<file path="src/rtl/assert_macros.svh">
// assertion macros shared by the rtl files
`ifndef ASSERT_MACROS_SVH
`define ASSERT_MACROS_SVH
`ifndef ASSERT_OFF
`define ASSERT_AT(lbl, clk, rstn, prop) \
    lbl: assert property (@(posedge clk) disable iff (!rstn) prop) \
    else $error("assertion failed");
`define ASSERT_NEXT(lbl, clk, rstn, pre, post) \
    lbl: assert property (@(posedge clk) disable iff (!rstn) (pre) |=> (post)) \
    else $error("assertion failed");
`else
`define ASSERT_AT(lbl, clk, rstn, prop)
`define ASSERT_NEXT(lbl, clk, rstn, pre, post)
`endif
`endif

</file>
<file path="src/rtl/fsd_pkg.sv">
// types, constants and tables of the fubini-study distance block
package fsd_pkg;
    localparam int AMP_W = 16;
    localparam int ACC_W = 50;
    localparam int ANG_W = 16;
    localparam int NUM_W = 101;
    localparam int HALF_W = 25;
    localparam int XY_W = 34;
    localparam int Z_W = 24;
    localparam int CNT_W = 6;
    localparam int QUEUE_DEPTH = 2;
    localparam int MUL_STEPS = 12;
    localparam int DIV_STEPS = 60;
    localparam int SQRT_STEPS = 32;
    localparam int CORDIC_STEPS = 20;

    typedef struct packed {
        logic signed [AMP_W-1:0] v_re;
        logic signed [AMP_W-1:0] v_im;
        logic signed [AMP_W-1:0] w_re;
        logic signed [AMP_W-1:0] w_im;
        logic                    final_pair;
    } in_item_t;

    typedef struct packed {
        logic [ANG_W-1:0] angle;
        logic             zero_norm;
    } out_item_t;

    typedef struct packed {
        logic [ACC_W-1:0] dot_re;
        logic [ACC_W-1:0] dot_im;
        logic [ACC_W-1:0] v_norm;
        logic [ACC_W-1:0] w_norm;
    } sums_t;

    typedef enum logic [3:0] {
        BK_IDLE, BK_MUL, BK_CMP, BK_NORM, BK_DIV, BK_SQ1, BK_CSQ, BK_SQ2, BK_CORDIC,
        BK_DONE
    } back_state_t;

    function automatic logic [19:0] atan_q20(input logic [4:0] i);
        logic [19:0] r;
        case (i)
            5'd0:  r = 20'd823550;
            5'd1:  r = 20'd486170;
            5'd2:  r = 20'd256879;
            5'd3:  r = 20'd130396;
            5'd4:  r = 20'd65451;
            5'd5:  r = 20'd32757;
            5'd6:  r = 20'd16383;
            5'd7:  r = 20'd8192;
            5'd8:  r = 20'd4096;
            5'd9:  r = 20'd2048;
            5'd10: r = 20'd1024;
            5'd11: r = 20'd512;
            5'd12: r = 20'd256;
            5'd13: r = 20'd128;
            5'd14: r = 20'd64;
            5'd15: r = 20'd32;
            5'd16: r = 20'd16;
            5'd17: r = 20'd8;
            5'd18: r = 20'd4;
            5'd19: r = 20'd2;
            default: r = 20'd0;
        endcase
        return r;
    endfunction
endpackage

</file>
<file path="src/rtl/fsd_queue.sv">
// short queue of finished sums between front and back
`include "assert_macros.svh"
module fsd_queue #(
    parameter int DEPTH = fsd_pkg::QUEUE_DEPTH
) (
    input  logic           aclk,
    input  logic           aresetn,
    input  logic           push_valid,
    output logic           push_ready,
    input  fsd_pkg::sums_t push_data,
    output logic           pop_valid,
    input  logic           pop_ready,
    output fsd_pkg::sums_t pop_data
);
    localparam int PTR_W = (DEPTH > 1) ? $clog2(DEPTH) : 1;
    localparam int CNT_W = $clog2(DEPTH + 1);

    fsd_pkg::sums_t     mem_reg [DEPTH];
    logic [PTR_W-1:0]   wr_ptr_reg, wr_ptr_next, rd_ptr_reg, rd_ptr_next;
    logic [CNT_W-1:0]   count_reg, count_next;
    logic               do_push, do_pop;

    assign push_ready = (count_reg != CNT_W'(DEPTH));
    assign pop_valid  = (count_reg != '0);
    assign pop_data   = mem_reg[rd_ptr_reg];
    assign do_push    = push_valid && push_ready;
    assign do_pop     = pop_valid && pop_ready;

    always_comb begin
        wr_ptr_next = wr_ptr_reg;
        rd_ptr_next = rd_ptr_reg;
        count_next  = count_reg;
        if (do_push) begin
            wr_ptr_next = (wr_ptr_reg == PTR_W'(DEPTH - 1)) ? '0 : wr_ptr_reg + 1'b1;
        end
        if (do_pop) begin
            rd_ptr_next = (rd_ptr_reg == PTR_W'(DEPTH - 1)) ? '0 : rd_ptr_reg + 1'b1;
        end
        if (do_push && !do_pop) begin
            count_next = count_reg + 1'b1;
        end else if (do_pop && !do_push) begin
            count_next = count_reg - 1'b1;
        end
    end

    always_ff @(posedge aclk) begin
        if (!aresetn) begin
            wr_ptr_reg <= '0;
            rd_ptr_reg <= '0;
            count_reg  <= '0;
        end else begin
            wr_ptr_reg <= wr_ptr_next;
            rd_ptr_reg <= rd_ptr_next;
            count_reg  <= count_next;
        end
    end

    always_ff @(posedge aclk) begin
        if (do_push) begin
            mem_reg[wr_ptr_reg] <= push_data;
        end
    end

    `ASSERT_AT(a_count_bound, aclk, aresetn, count_reg <= CNT_W'(DEPTH))
    `ASSERT_NEXT(a_push_counts, aclk, aresetn, do_push && !do_pop, count_reg == $past(count_reg) + 1'b1)
    `ASSERT_NEXT(a_pop_counts, aclk, aresetn, do_pop && !do_push, count_reg == $past(count_reg) - 1'b1)
endmodule

</file>
<file path="config.mk">
export PLATFORM = sky130hd
export DESIGN_NAME = fsd_queue
export DESIGN_NICKNAME = d
export VERILOG_FILES = /design/src/rtl/fsd_pkg.sv /design/src/rtl/fsd_queue.sv
export VERILOG_INCLUDE_DIRS = /design/src /design/src/rtl
export SDC_FILE = /design/constraint.sdc
export NUM_CORES = 1
export LEC_CHECK = 0
export BUFFER_PORTS_ARGS = -buffer_cell sky130_fd_sc_hd__buf_2
export CAP_MARGIN = 15
export CORE_ASPECT_RATIO = 1.5
export CORE_MARGIN = 10
export CORE_UTILIZATION = 47
export CTS_CLUSTER_SIZE = 30
export DETAILED_ROUTE_END_ITERATION = 10
export GPL_ROUTABILITY_DRIVEN = 0
export PLACE_DENSITY = 0.83
export SYNTH_ARGS = -nofsm -noshare
export SYNTH_HDL_FRONTEND = slang
export SYNTH_SLANG_ARGS = --single-unit
</file>
<file path="constraint.sdc">
create_clock -name aclk -period 6.85 [get_ports aclk]
set_clock_uncertainty 0.2 [all_clocks]
set_input_delay 1.37 -clock aclk [delete_from_list [all_inputs] [get_ports aclk]]
set_output_delay 1.37 -clock aclk [all_outputs]
set_load 0.1 [all_outputs]
</file>
==> metrics.md, run 1 <==
| Metric | Value |
|---|---|
| Run status | complete, no violations |
| Top flip-flop cell by instance count after synthesis | edfxtp_1 |
| Kind of start point of the critical path | flip-flop |
| Post CTS Setup Buffer Count | 0 |
| DR pass1 iterations | 6 |
| Count of final max-slew check failures | 0 |
| Count of antenna-violating nets left after detailed routing | 0 |
| Floorplan Core Area | 0.03104 mm2 |
| Post-layout nets | 1,279 |
| Share of the clock period used by the worst path | 0.6149 |
| Main area contributors after synthesis | edfxtp_1, mux2_2, buf_6, dfxtp_1, and2_1 |
| Final critical path time including I/O delays and setup | 4.212 ns |
| Crit. End Element | output pin |
| Most area-hungry cell type in the Yosys netlist | edfxtp_1 |
| Depth of the CTS H-tree | 2 |
| Largest net degree at the start of global routing | 117 |
| Met1 layer usage reported by global route | 0.1590 |
| Cell with the biggest individual delay on the critical path | buf_4 |
| Area fraction of the dominant cell type after synthesis | 0.8145 |
| Final hold vios | 0 |
| Die area | 0.03901 mm2 |
| Num Clock Sinks | 405 |
| Number of register bits inferred by synthesis | 405 |
| Worst Setup Path Type | reg2out |
| Slew at the pin closest to its max-slew limit | 0.9608 ns |
| Setup slack on the worst flop-to-flop path | 4.17 ns |
| Global routing met2 resource utilization | 0.2844 |
| Endpoint of the worst setup timing path | pop_data[66] |
| Count of different cell masters after synthesis | 20 |
| Via count of the first global-routing pass | 8,160 |
| Maximum capacitance violations | 0 |
| Worst-path cell chain | buf_4, mux2_2, buf_2 |
| Post_cts resized | 0 |
| Share of post-route cells with drive strength above 1 | 0.6053 |
| Launch instance of the worst register-to-register path | count_reg[0] |
| Post-synthesis net count | 851 |
| DRC violation count after routing | 0 |
| Total wire length after detailed routing | 32,140 um |
| CTS tree | built |
| Largest register FFs | 400 |
| Count of mapped cells out of synthesis | 646 |
| Total of endpoints with negative setup slack in the final report | 0 |
| Type of the worst min-delay path | reg2reg |
| Average routed wire per standard cell | 21.29 um |
| Setup repair after global routing missed its margin | false |
| Number of DRC markers in iteration 0 | 330 |
| Sequential share of the synthesized area | 0.8213 |
| Commonest cells post-synth | edfxtp_1, mux2_2, buf_6, dfxtp_1, and2_1 |
| GR Util All Layers | 0.1574 |
| Biggest fanout along the worst timing path | 65 |
| Via/cell ratio | 4.966 |
| Total via count in the routed design | 7,498 |
| IO Count | 406 |
| Clock edge transition at the registers on the reported setup and hold paths | 0.06 ns |
| Area growth from synthesis to layout | 23.65% |
| Antenna violations before repair | 12 |
| Reg-to-reg endpoint | mem_reg[0][170] |
| Busiest metal layer after global routing | met2 |
| Initial standard-cell utilization of the core | 0.4751 |
| Worst relative slew slack | 0.3594 |
| Sum of negative setup slack | 0 ns |
| Worst r2r path cells | 4 |
| TritonCTS Buffers | 37 |
| Syn Std Cell Area | 0.01475 mm2 |
| Synthesized area per cell | 22.83 um2 |
| Number of warnings reported in the yosys synthesis log | 0 |
| Hold buffers post-CTS | 0 |
| Dpl hpwl | 22,730 um |
| GRT overflow | 0 |
| Global-route wire length before repair | 46,810 um |
| Data arrival time of the critical path | 2.64 ns |
| Buffers on Ports | 405 |
| Largest stage delay, worst path | 0.73 ns |
| Number of buffers on the longest clock path | 3 |
| Met3 layer usage reported by global route | 0.05610 |
| Number of flops mapped to enable cells by yosys | 400 |
| Root buffer cell | clkbuf_16 |
| Chip Width | 164.6 um |
| Clock insertion delay at the later pin of the skew report | 0.50 ns |
| Required time at the endpoint of the critical path | 5.28 ns |
| Most repeated cell in the gate-level netlist after synthesis | edfxtp_1 |
| Die height | 236.9 um |
| Maximum clock frequency | 237.4 MHz |
| Async set or reset register ratio after synthesis | 0 |
| Number of rows in the core area | 79 |
[cell families (layout without fill, tap and decap cells)]
kind of cell,after synthesis,after routing,share of synthesized area
AND/OR/NAND/NOR,9,9,0.004413
adder cells (fa/ha/maj),1,1,0.0008483
multiplexers,200,200,0.1527
AO/OA/AOI/OAI,5,5,0.002375
XOR/XNOR,3,3,0.001782
flip-flops,405,405,0.8213
other,0,8,0
buffers and inverters,23,474,0.01654
[worst min-delay path by stage]
stage                     slack, ns      endpoint         start  cells past startpoint
after floorplan                0.31  count_reg[1]  count_reg[1]                      2
after global placement         0.33  count_reg[1]  count_reg[1]                      2
after detailed placement       0.37  count_reg[1]  count_reg[1]                      2
after CTS                      0.38  count_reg[1]  count_reg[1]                      2
after global routing           0.40  count_reg[1]  count_reg[1]                      2
final                          0.37  count_reg[1]  count_reg[1]                      2
[cells in the final DEF, fill, tap and decap left out]
master,Yosys,layout
buf_2,0,405
edfxtp_1,400,400
mux2_2,200,200
clkbuf_16,0,39
clkbuf_1,0,10
diode_2,0,8
clkinv_1,0,5
and2_1,4,4
dfxtp_1,5,4
buf_4,2,4
clkinv_2,0,3
clkinvlp_4,0,3
xnor2_1,2,2
buf_12,0,2
nand2b_4,1,1
or2_2,1,1
o21ai_1,1,1
and3_4,0,1
nand3b_1,1,1
inv_8,0,1
a21bo_2,1,1
a21boi_0,1,1
xor2_1,1,1
o21ai_0,1,1
or3_1,1,1
a21boi_1,1,1
ha_1,1,1
dfxtp_4,0,1
inv_6,0,1
clkinv_4,0,1
[final cells by class]
cell class | instances | area, um2
fillers | 2276 | 12800
flip-flops and latches | 405 | 12120
multi-input cells | 218 | 2396
repair buffers | 411 | 2097
clock buffers | 49 | 1013
well taps | 405 | 506.7
clock inverters | 13 | 73.82
diodes | 8 | 20.02
inverters | 1 | 11.26
[per-layer routing]
| layer | wire (um) | vias to the layer above | part of all wire |
|---|---|---|---|
| li1 | - | 3443 | - |
| met1 | 10670 | 3682 | 0.33 |
| met2 | 17610 | 300 | 0.55 |
| met3 | 2803 | 65 | 0.087 |
| met4 | 1021 | 8 | 0.032 |
| met5 | 42 | - | 0.0013 |
[critical path: cells and delay by family, from the launching register on]
kind	cells	cell delay, ns
DFF	1	0.61
buffers and inverters	2	1.16
muxes	1	0.30
[stage by stage]
step	area, um2	hold WS (ns)	worst slack, ns	utilization	cells
2_1_floorplan	14750	0.3124	0.07420	-	646
3_3_place_gp	17130	0.3327	3.175	0.5518	1440
3_5_place_dp	17130	0.3696	3.158	0.5518	1440
4_1_cts	18210	0.3786	2.587	0.5868	1502
5_1_grt	18230	0.3976	2.493	0.5874	1509
6_report	18230	0.3687	2.638	0.5875	1510
Power of run 1 is left out: the tool's default activity adds up to more than one toggle a clock period on the data nets, which glitch-free logic cannot reach.
==> run 2, diff against run 1 <==
--- a/config.mk
+++ b/config.mk
@@ -6,6 +6,7 @@
 export SDC_FILE = /design/constraint.sdc
 export NUM_CORES = 1
 export LEC_CHECK = 0
+export ABC_AREA = 1
 export BUFFER_PORTS_ARGS = -buffer_cell sky130_fd_sc_hd__buf_2
 export CAP_MARGIN = 15
 export CORE_ASPECT_RATIO = 1.5
==> constraint.sdc (replaced) <==
create_clock -name aclk -period 3.4 [get_ports aclk]
set_clock_uncertainty 0.2 [all_clocks]
set_input_delay 0.68 -clock aclk [delete_from_list [all_inputs] [get_ports aclk]]
set_output_delay 0.68 -clock aclk [all_outputs]
set_load 0.1 [all_outputs]
==> run 2 against run 1 <==
Global-route usage up 0.53 points. Critical path depth did not move. Synthesized cell count grew 2.0%. Non-clock buffer count grew 7. Flip-flop and latch count stayed put. Register-to-register slack lost 2.8 ns. Highest routed layer unchanged.
==> metrics.md, run 2 <==
| Metric | Value |
|---|---|
| Count of antenna-violating nets left after detailed routing | 0 (unchanged) |
| Post_cts resized | 0 (unchanged) |
| Syn Std Cell Area | 0.01480 mm2 (+0.37%) |
| Via count of the first global-routing pass | 8,289 (+1.6%) |
| CTS tree | built |
| Number of buffers on the longest clock path | 3 (unchanged) |
| Initial standard-cell utilization of the core | 0.4769 (+0.001774) |
| Depth of the CTS H-tree | 2 (unchanged) |
| Total via count in the routed design | 7,726 (+3.0%) |
| Top library cells by usage in the layout, fill and taps aside | buf_2, edfxtp_1, mux2_2, clkbuf_16 |
| Number of flops mapped to enable cells by yosys | 400 (unchanged) |
| Data arrival time of the critical path | 2.19 ns (-0.45 ns) |
| Dominant combinational cell family by area after synthesis | multiplexers |
| Global-route wire length before repair | 48,240 um (+3.1%) |
| Final hold vios | 0 (unchanged) |
| DR pass1 iterations | 4 (-2) |
| Antenna violations before repair | 12 (unchanged) |
| Number of rows in the core area | 79 (unchanged) |
| Async set or reset register ratio after synthesis | 0 (unchanged) |
| Setup slack on the worst flop-to-flop path | 1.39 ns (-2.78 ns) |
| GR Util All Layers | 0.1627 (+0.005311) |
| Setup repair after global routing missed its margin | false |
| Kind of start point of the critical path | flip-flop |
| GRT overflow | 0 (unchanged) |
| Total of endpoints with negative setup slack in the final report | 0 (unchanged) |
| Share of the clock period used by the worst path | 0.9035 |
| Most area-hungry cell type in the Yosys netlist | edfxtp_1 |
| Leading cell type in the layout, fill and taps excluded | buf_2 |
| Slew at the pin closest to its max-slew limit | 0.6950 ns (-0.2659 ns) |
| Post-synthesis net count | 864 (+1.5%) |
| Chip Width | 164.9 um (+0.16%) |
| Maximum capacitance violations | 0 (unchanged) |
| Dpl hpwl | 23,840 um (+4.9%) |
| Biggest fanout along the worst timing path | 26 (-60%) |
| Number of warnings reported in the yosys synthesis log | 0 (unchanged) |
| Average routed wire per standard cell | 21.71 um (+2.0%) |
| Die height | 237.3 um (+0.17%) |
| Buffers on Ports | 405 (unchanged) |
| Number of register bits inferred by synthesis | 405 (unchanged) |
| Multiplexer share of the synthesized area | 0.1522 (-0.0005680) |
| Clock edge transition at the registers on the reported setup and hold paths | 0.07 ns (about the same) |
| Placed Cells | 1,460 (+1.4%) |
| Die area | 0.03914 mm2 (+0.34%) |
| Worst relative slew slack | 0.5367 (+0.1773) |
| Number of cells in the finished layout apart from fillers | 1,536 (+1.7%) |
| Sequential share of the synthesized area | 0.8183 (-0.003055) |
| Crit. End Element | output pin |
| Commonest cells post-synth | edfxtp_1, mux2_2, clkbuf_8, nand2_1 |
| Area fraction of the dominant cell type after synthesis | 0.8115 (-0.003030) |
| Adder-cell share of the synthesized area | 0.0008453 (-0.000003156) |
| Required time at the endpoint of the critical path | 2.52 ns (-2.76 ns) |
| DRC violation count after routing | 0 (unchanged) |
| Post-layout nets | 1,299 (+1.6%) |
| Compound-cell area share of the yosys netlist | 0.001522 (-0.0008541) |
| Most repeated cell in the gate-level netlist after synthesis | edfxtp_1 |
| Clock insertion delay at the later pin of the skew report | 0.50 ns (about the same) |
| Post-Layout Inst Area | 0.01841 mm2 (+0.97%) |
| Largest register FFs | 400 (unchanged) |
| Final core utilization | 0.5932 (+0.005724) |
| IO Count | 406 (unchanged) |
| Floorplan Core Area | 0.03104 mm2 (unchanged) |
| Type of the worst min-delay path | in2reg |
| Top flip-flop cell by instance count after synthesis | edfxtp_1 |
| Xor and xnor fraction of the mapped netlist area | 0 (-0.001782) |
| Count of final max-slew check failures | 0 (unchanged) |
| Share of post-route cells with drive strength above 1 | 0.5977 (-0.007607) |
| Via/cell ratio | 5.030 (+1.3%) |
| Count of different cell masters after synthesis | 14 (-30%) |
| Synthesized area per cell | 22.46 um2 (-1.6%) |
| Root buffer cell | clkbuf_16 |
| Main area contributors after synthesis | edfxtp_1, mux2_2, clkbuf_8, dfxtp_1, nand2_1 |
| Largest net degree at the start of global routing | 83 (-29%) |
| Worst Setup Path Type | reg2out |
| Post CTS Setup Buffer Count | 0 (unchanged) |
| Count of mapped cells out of synthesis | 659 (+2.0%) |
| Number of DRC markers in iteration 0 | 464 (+41%) |
| Maximum clock frequency | 325.5 MHz |
| Pwr Density | 979.6 mW/mm2 |
| Hold buffers post-CTS | 0 (unchanged) |
| TritonCTS Buffers | 37 (unchanged) |
| Num Clock Sinks | 405 (unchanged) |
| Area growth from synthesis to layout | 24.39% |
| Total wire length after detailed routing | 33,350 um (+3.7%) |
| P_leak | 0.006819 uW |
| Worst ir drop on vdd | 1.086 mV |
| Post-detailed-placement cell area | 0.01729 mm2 (+0.94%) |
| Final critical path time including I/O delays and setup | 3.072 ns |
| Run status | complete, no violations |
| Post-synthesis share of cell area spent on and, or, nand and nor gates | 0.005072 (+0.0006598) |
-- run 2: worst max-delay path, cell delays in order (launching register included) --
cell and delay, ns:
dfxtp_4 0.61, buf_4 0.36, mux2_2 0.37, buf_2 0.29
-- run 2: power by group --
part           switching, uW  internal [uW]  total [uW]  leakage, uW
sequential               191           6310        6500      0.00377
combinational           6410           1350        7750      0.00251
clock                   1680           2100        3780     0.000534
-- run 2: per-stage QoR --
stage / worst slack [ns] / total power, uW / setup TNS [ns] / hold slack [ns]
6_report: 0.3279 / 18030 / 0 / 0.1397
5_1_grt: 0.2196 / 18630 / 0 / 0.1158
4_1_cts: 0.2694 / 18230 / 0 / 0.1052
3_5_place_dp: 0.8601 / 14410 / 0 / 0.2823
3_3_place_gp: 0.8856 / 14320 / 0 / 0.2786
2_1_floorplan: -0.9274 / 13280 / -367.62 / 0.2669
-- run 2: kinds of logic after synthesis --
family | after synthesis
buffers and inverters | 30
AO/OA/AOI/OAI | 4
AND/OR/NAND/NOR | 19
adder cells (fa/ha/maj) | 1
multiplexers | 200
flip-flops | 405
-- run 2: final timing paths --
kind | from | cells past startpoint | to
setup reg to reg | count_reg[0] | 5 | mem_reg[0][126]
hold reg to reg | rd_ptr_reg | 2 | flip-flop
setup / recovery | flip-flop | 3 | pop_data[177]
hold / removal | push_data[19] | 1 | mem_reg[1][19]
-- run 2: layout make-up --
cell class                 count  area [um2]
fill                        2252       12630
sequential                   405       12120
multi-input combinational    224        2410
timing repair buffer         418        2225
clock buffer                  49        1013
tap                          405       506.7
clock inverter                17       86.33
inverter                       8       30.03
antenna                       10       25.02
-- run 2: metal layers --
metal | routed length (um) | vias to the layer above | global-route usage
li1 | - | 3495 | -
met1 | 11410 | 3872 | 0.1683
met2 | 18350 | 275 | 0.2928
met3 | 2233 | 80 | 0.04550
met4 | 1323 | 4 | 0.07992
met5 | 27 | - | 0
Power figures use the tool's default switching activity.
==> run 3, diff against run 2 <==
--- a/config.mk
+++ b/config.mk
@@ -7,15 +7,18 @@
 export NUM_CORES = 1
 export LEC_CHECK = 0
 export ABC_AREA = 1
+export ABC_CLOCK_PERIOD_IN_PS = 3500
 export BUFFER_PORTS_ARGS = -buffer_cell sky130_fd_sc_hd__buf_2
 export CAP_MARGIN = 15
+export CELL_PAD_IN_SITES_DETAIL_PLACEMENT = 1
+export CELL_PAD_IN_SITES_GLOBAL_PLACEMENT = 2
 export CORE_ASPECT_RATIO = 1.5
 export CORE_MARGIN = 10
-export CORE_UTILIZATION = 47
+export CORE_UTILIZATION = 38
 export CTS_CLUSTER_SIZE = 30
 export DETAILED_ROUTE_END_ITERATION = 10
 export GPL_ROUTABILITY_DRIVEN = 0
-export PLACE_DENSITY = 0.83
+export PLACE_DENSITY = 0.86
 export SYNTH_ARGS = -nofsm -noshare
 export SYNTH_HDL_FRONTEND = slang
 export SYNTH_SLANG_ARGS = --single-unit
==> constraint.sdc (replaced) <==
create_clock -name aclk -period 3.5 [get_ports aclk]
set_clock_uncertainty 0.2 [all_clocks]
set_input_delay 0.7 -clock aclk [delete_from_list [all_inputs] [get_ports aclk]]
set_output_delay 0.7 -clock aclk [all_outputs]
set_load 0.1 [all_outputs]
==> run 3 against run 2 <==
Worst setup slack better by 0.052 ns. Die area is 21% higher. Critical path depth stayed put. Global-route usage is 1.2 points lower. Design area is 1.2% higher. Via count is 0.94% higher. Power is 0.64% lower. First-iteration DRC count is 14% lower. Clock-buffer cell count is 1 lower. Routed wire length is 14% higher. Sequential share of layout area is 0.75 points lower. Critical path type unchanged. Critical endpoint is now pop_data[83]. Highest routed layer unchanged.
==> metrics.md, run 3 (synthesis gave the netlist of run 2 again) <==
| Metric | Value |
|---|---|
| Run status | complete, no violations |
| Post_cts resized | 0 (unchanged) |
| Setup slack on the worst flop-to-flop path | 1.61 ns (+0.22 ns) |
| Worst-case hold path end point | mem_reg[1][121] |
| Routed wire length on met2 | 21,250 um (+16%) |
| Via/cell ratio | 4.788 (-4.8%) |
| Top library cells by usage in the layout, fill and taps aside | buf_2, edfxtp_1, mux2_2, clkbuf_16, clkinv_1 |
| Slew at the pin closest to its max-slew limit | 0.5392 ns (-0.1557 ns) |
| Final hold vios | 0 (unchanged) |
| Type of the worst min-delay path | in2reg |
| CTS tree | built |
| Data arrival time of the critical path | 2.22 ns (+0.03 ns) |
| Clock edge transition at the registers on the reported setup and hold paths | 0.06 ns (about the same) |
| DRC violation count after routing | 0 (unchanged) |
| P_leak | 0.006867 uW (+0.70%) |
| Largest net degree at the start of global routing | 75 (-9.6%) |
| Internal | 9719 uW (-0.44%) |
| Worst relative slew slack | 0.6430 (+0.1063) |
| Chip Width | 181.1 um (+9.9%) |
| GRT overflow | 0 (unchanged) |
| Floorplan Core Area | 0.03854 mm2 (+24%) |
| Initial standard-cell utilization of the core | 0.3841 (-0.09281) |
| Leading cell type in the layout, fill and taps excluded | buf_2 |
| Total via count in the routed design | 7,799 (+0.94%) |
| Routed met3 length | 2500 um (+12%) |
| Reg-to-reg endpoint | mem_reg[0][149] |
| Maximum capacitance violations | 0 (unchanged) |
| GR Util All Layers | 0.1510 (-0.01174) |
| Share of power burned in the clock network | 0.223 (+0.013) |
| Highest routing layer actually used | met5 |
| Total of endpoints with negative setup slack in the final report | 0 (unchanged) |
| Worst hold start | push_data[121] |
| Number of cells in the finished layout apart from fillers | 1,629 (+6.1%) |
| Final critical path time including I/O delays and setup | 3.120 ns |
| Area growth from synthesis to layout | 25.82% |
| Average routed wire per standard cell | 23.30 um (+7.3%) |
| DR pass1 iterations | 4 (unchanged) |
| Share of the clock period used by the worst path | 0.8913 |
| Post-layout nets | 1,300 (+0.077%) |
| Placed Cells | 1,549 (+6.1%) |
| Share of post-route cells with drive strength above 1 | 0.5984 (+0.0007165) |
| Die height | 261.7 um (+10%) |
| Buffers on Ports | 405 (unchanged) |
| Number of rows in the core area | 88 (+11%) |
| NetSw | 8200 uW (-0.89%) |
| Via count of the first global-routing pass | 8,725 (+5.3%) |
| Global-route wire length before repair | 54,340 um (+13%) |
| TritonCTS Buffers | 39 (+5.4%) |
| Maximum clock frequency | 320.5 MHz |
| Total power after layout | 17,920 uW (-0.64%) |
| IO Count | 406 (unchanged) |
| Root buffer cell | clkbuf_16 |
| Biggest fanout along the worst timing path | 25 (-3.8%) |
| Filler cells | 3,760 (+67%) |
| Post CTS Setup Buffer Count | 0 (unchanged) |
| Share of total power consumed by net switching | 0.4576 (-0.001126) |
| Count of antenna-violating nets left after detailed routing | 0 (unchanged) |
| Num Clock Sinks | 405 (unchanged) |
| Worst r2r path cells | 5 (unchanged) |
| Worst Setup Path Type | reg2out |
| Die area | 0.04741 mm2 (+21%) |
| Dpl hpwl | 27,460 um (+15%) |
| Share of total power in combinational logic | 0.424 (-0.006) |
| Hold buffers post-CTS | 0 (unchanged) |
| Pwr Density | 962.1 mW/mm2 (-1.8%) |
| Sequential share of power | 0.353 (-0.007) |
| Crit. End Element | output pin |
| Kind of start point of the critical path | flip-flop |
| Count of final max-slew check failures | 0 (unchanged) |
| Number of buffers on the longest clock path | 3 (unchanged) |
| Met1 wire length | 12,910 um (+13%) |
| Setup repair after global routing missed its margin | false |
| Final core utilization | 0.4833 (-0.1099) |
| Clock insertion delay at the later pin of the skew report | 0.53 ns (+0.03 ns) |
| Depth of the CTS H-tree | 2 (unchanged) |
| Worst ir drop on vdd | 0.5426 mV (-50%) |
| Launch instance of the worst register-to-register path | count_reg[0] |
| Required time at the endpoint of the critical path | 2.60 ns (+0.08 ns) |
| Worst hold path stage count | 1 (unchanged) |
| Total wire length after detailed routing | 37,960 um (+14%) |
| Antenna violations before repair | 17 (+5) |
| Number of DRC markers in iteration 0 | 398 (-14%) |
| Largest register FFs | 400 (unchanged) |
-- run 3: layer usage --
layer | global-route usage | vias up
li1 | - | 3505
met1 | 0.1500 | 3935
met2 | 0.2839 | 285
met3 | 0.04447 | 66
met4 | 0.06795 | 8
met5 | 0 | -
-- run 3: how the worst max path moves through the flow --
| stage | end | slack (ns) | depth (start not counted) |
|---|---|---|---|
| after floorplan | mem_reg[0][0] | -0.85 | 2 |
| after global placement | pop_data[134] | 0.93 | 3 |
| after detailed placement | pop_data[85] | 0.90 | 3 |
| after CTS | pop_data[85] | 0.32 | 3 |
| after global routing | pop_data[134] | 0.26 | 3 |
| final | pop_data[83] | 0.38 | 3 |
-- run 3: power groups by stage --
stage               combinational, uW  sequential, uW  clock (uW)
floorplan                        6510            6400           0
global placement                 7600            6400           0
detailed placement               7670            6430           0
CTS                              7680            6340        4130
global route                     7840            6380        4340
finish                           7600            6320        4000
-- run 3: stage by stage --
stage	hold WS, ns	TNS [ns]	instance area [um2]	setup WS [ns]
after detailed placement	0.2984	0	17400	0.9027
after CTS	0.1234	0	18600	0.3159
final	0.1545	0	18620	0.3803
after floorplan	0.2669	-335.63	14850	-0.8474
after global placement	0.2800	0	17400	0.9344
after global routing	0.1288	0	18620	0.2646
-- run 3: cell type report --
cell class,instances,area (um2),area share
sequential,405,12120,0.6505
multi-input combinational,224,2410,0.1294
timing repair buffer,417,2230,0.1197
clock buffer,48,1010,0.05422
tap,495,619.3,0.03325
clock inverter,21,182.7,0.009809
inverter,8,30.03,0.001612
antenna,11,27.53,0.001478
-- run 3: worst max-delay path, stage by stage, from the launching register on --
cell	delay (ns)
dfxtp_4	0.58
buf_4	0.40
mux2_2	0.38
buf_2	0.30
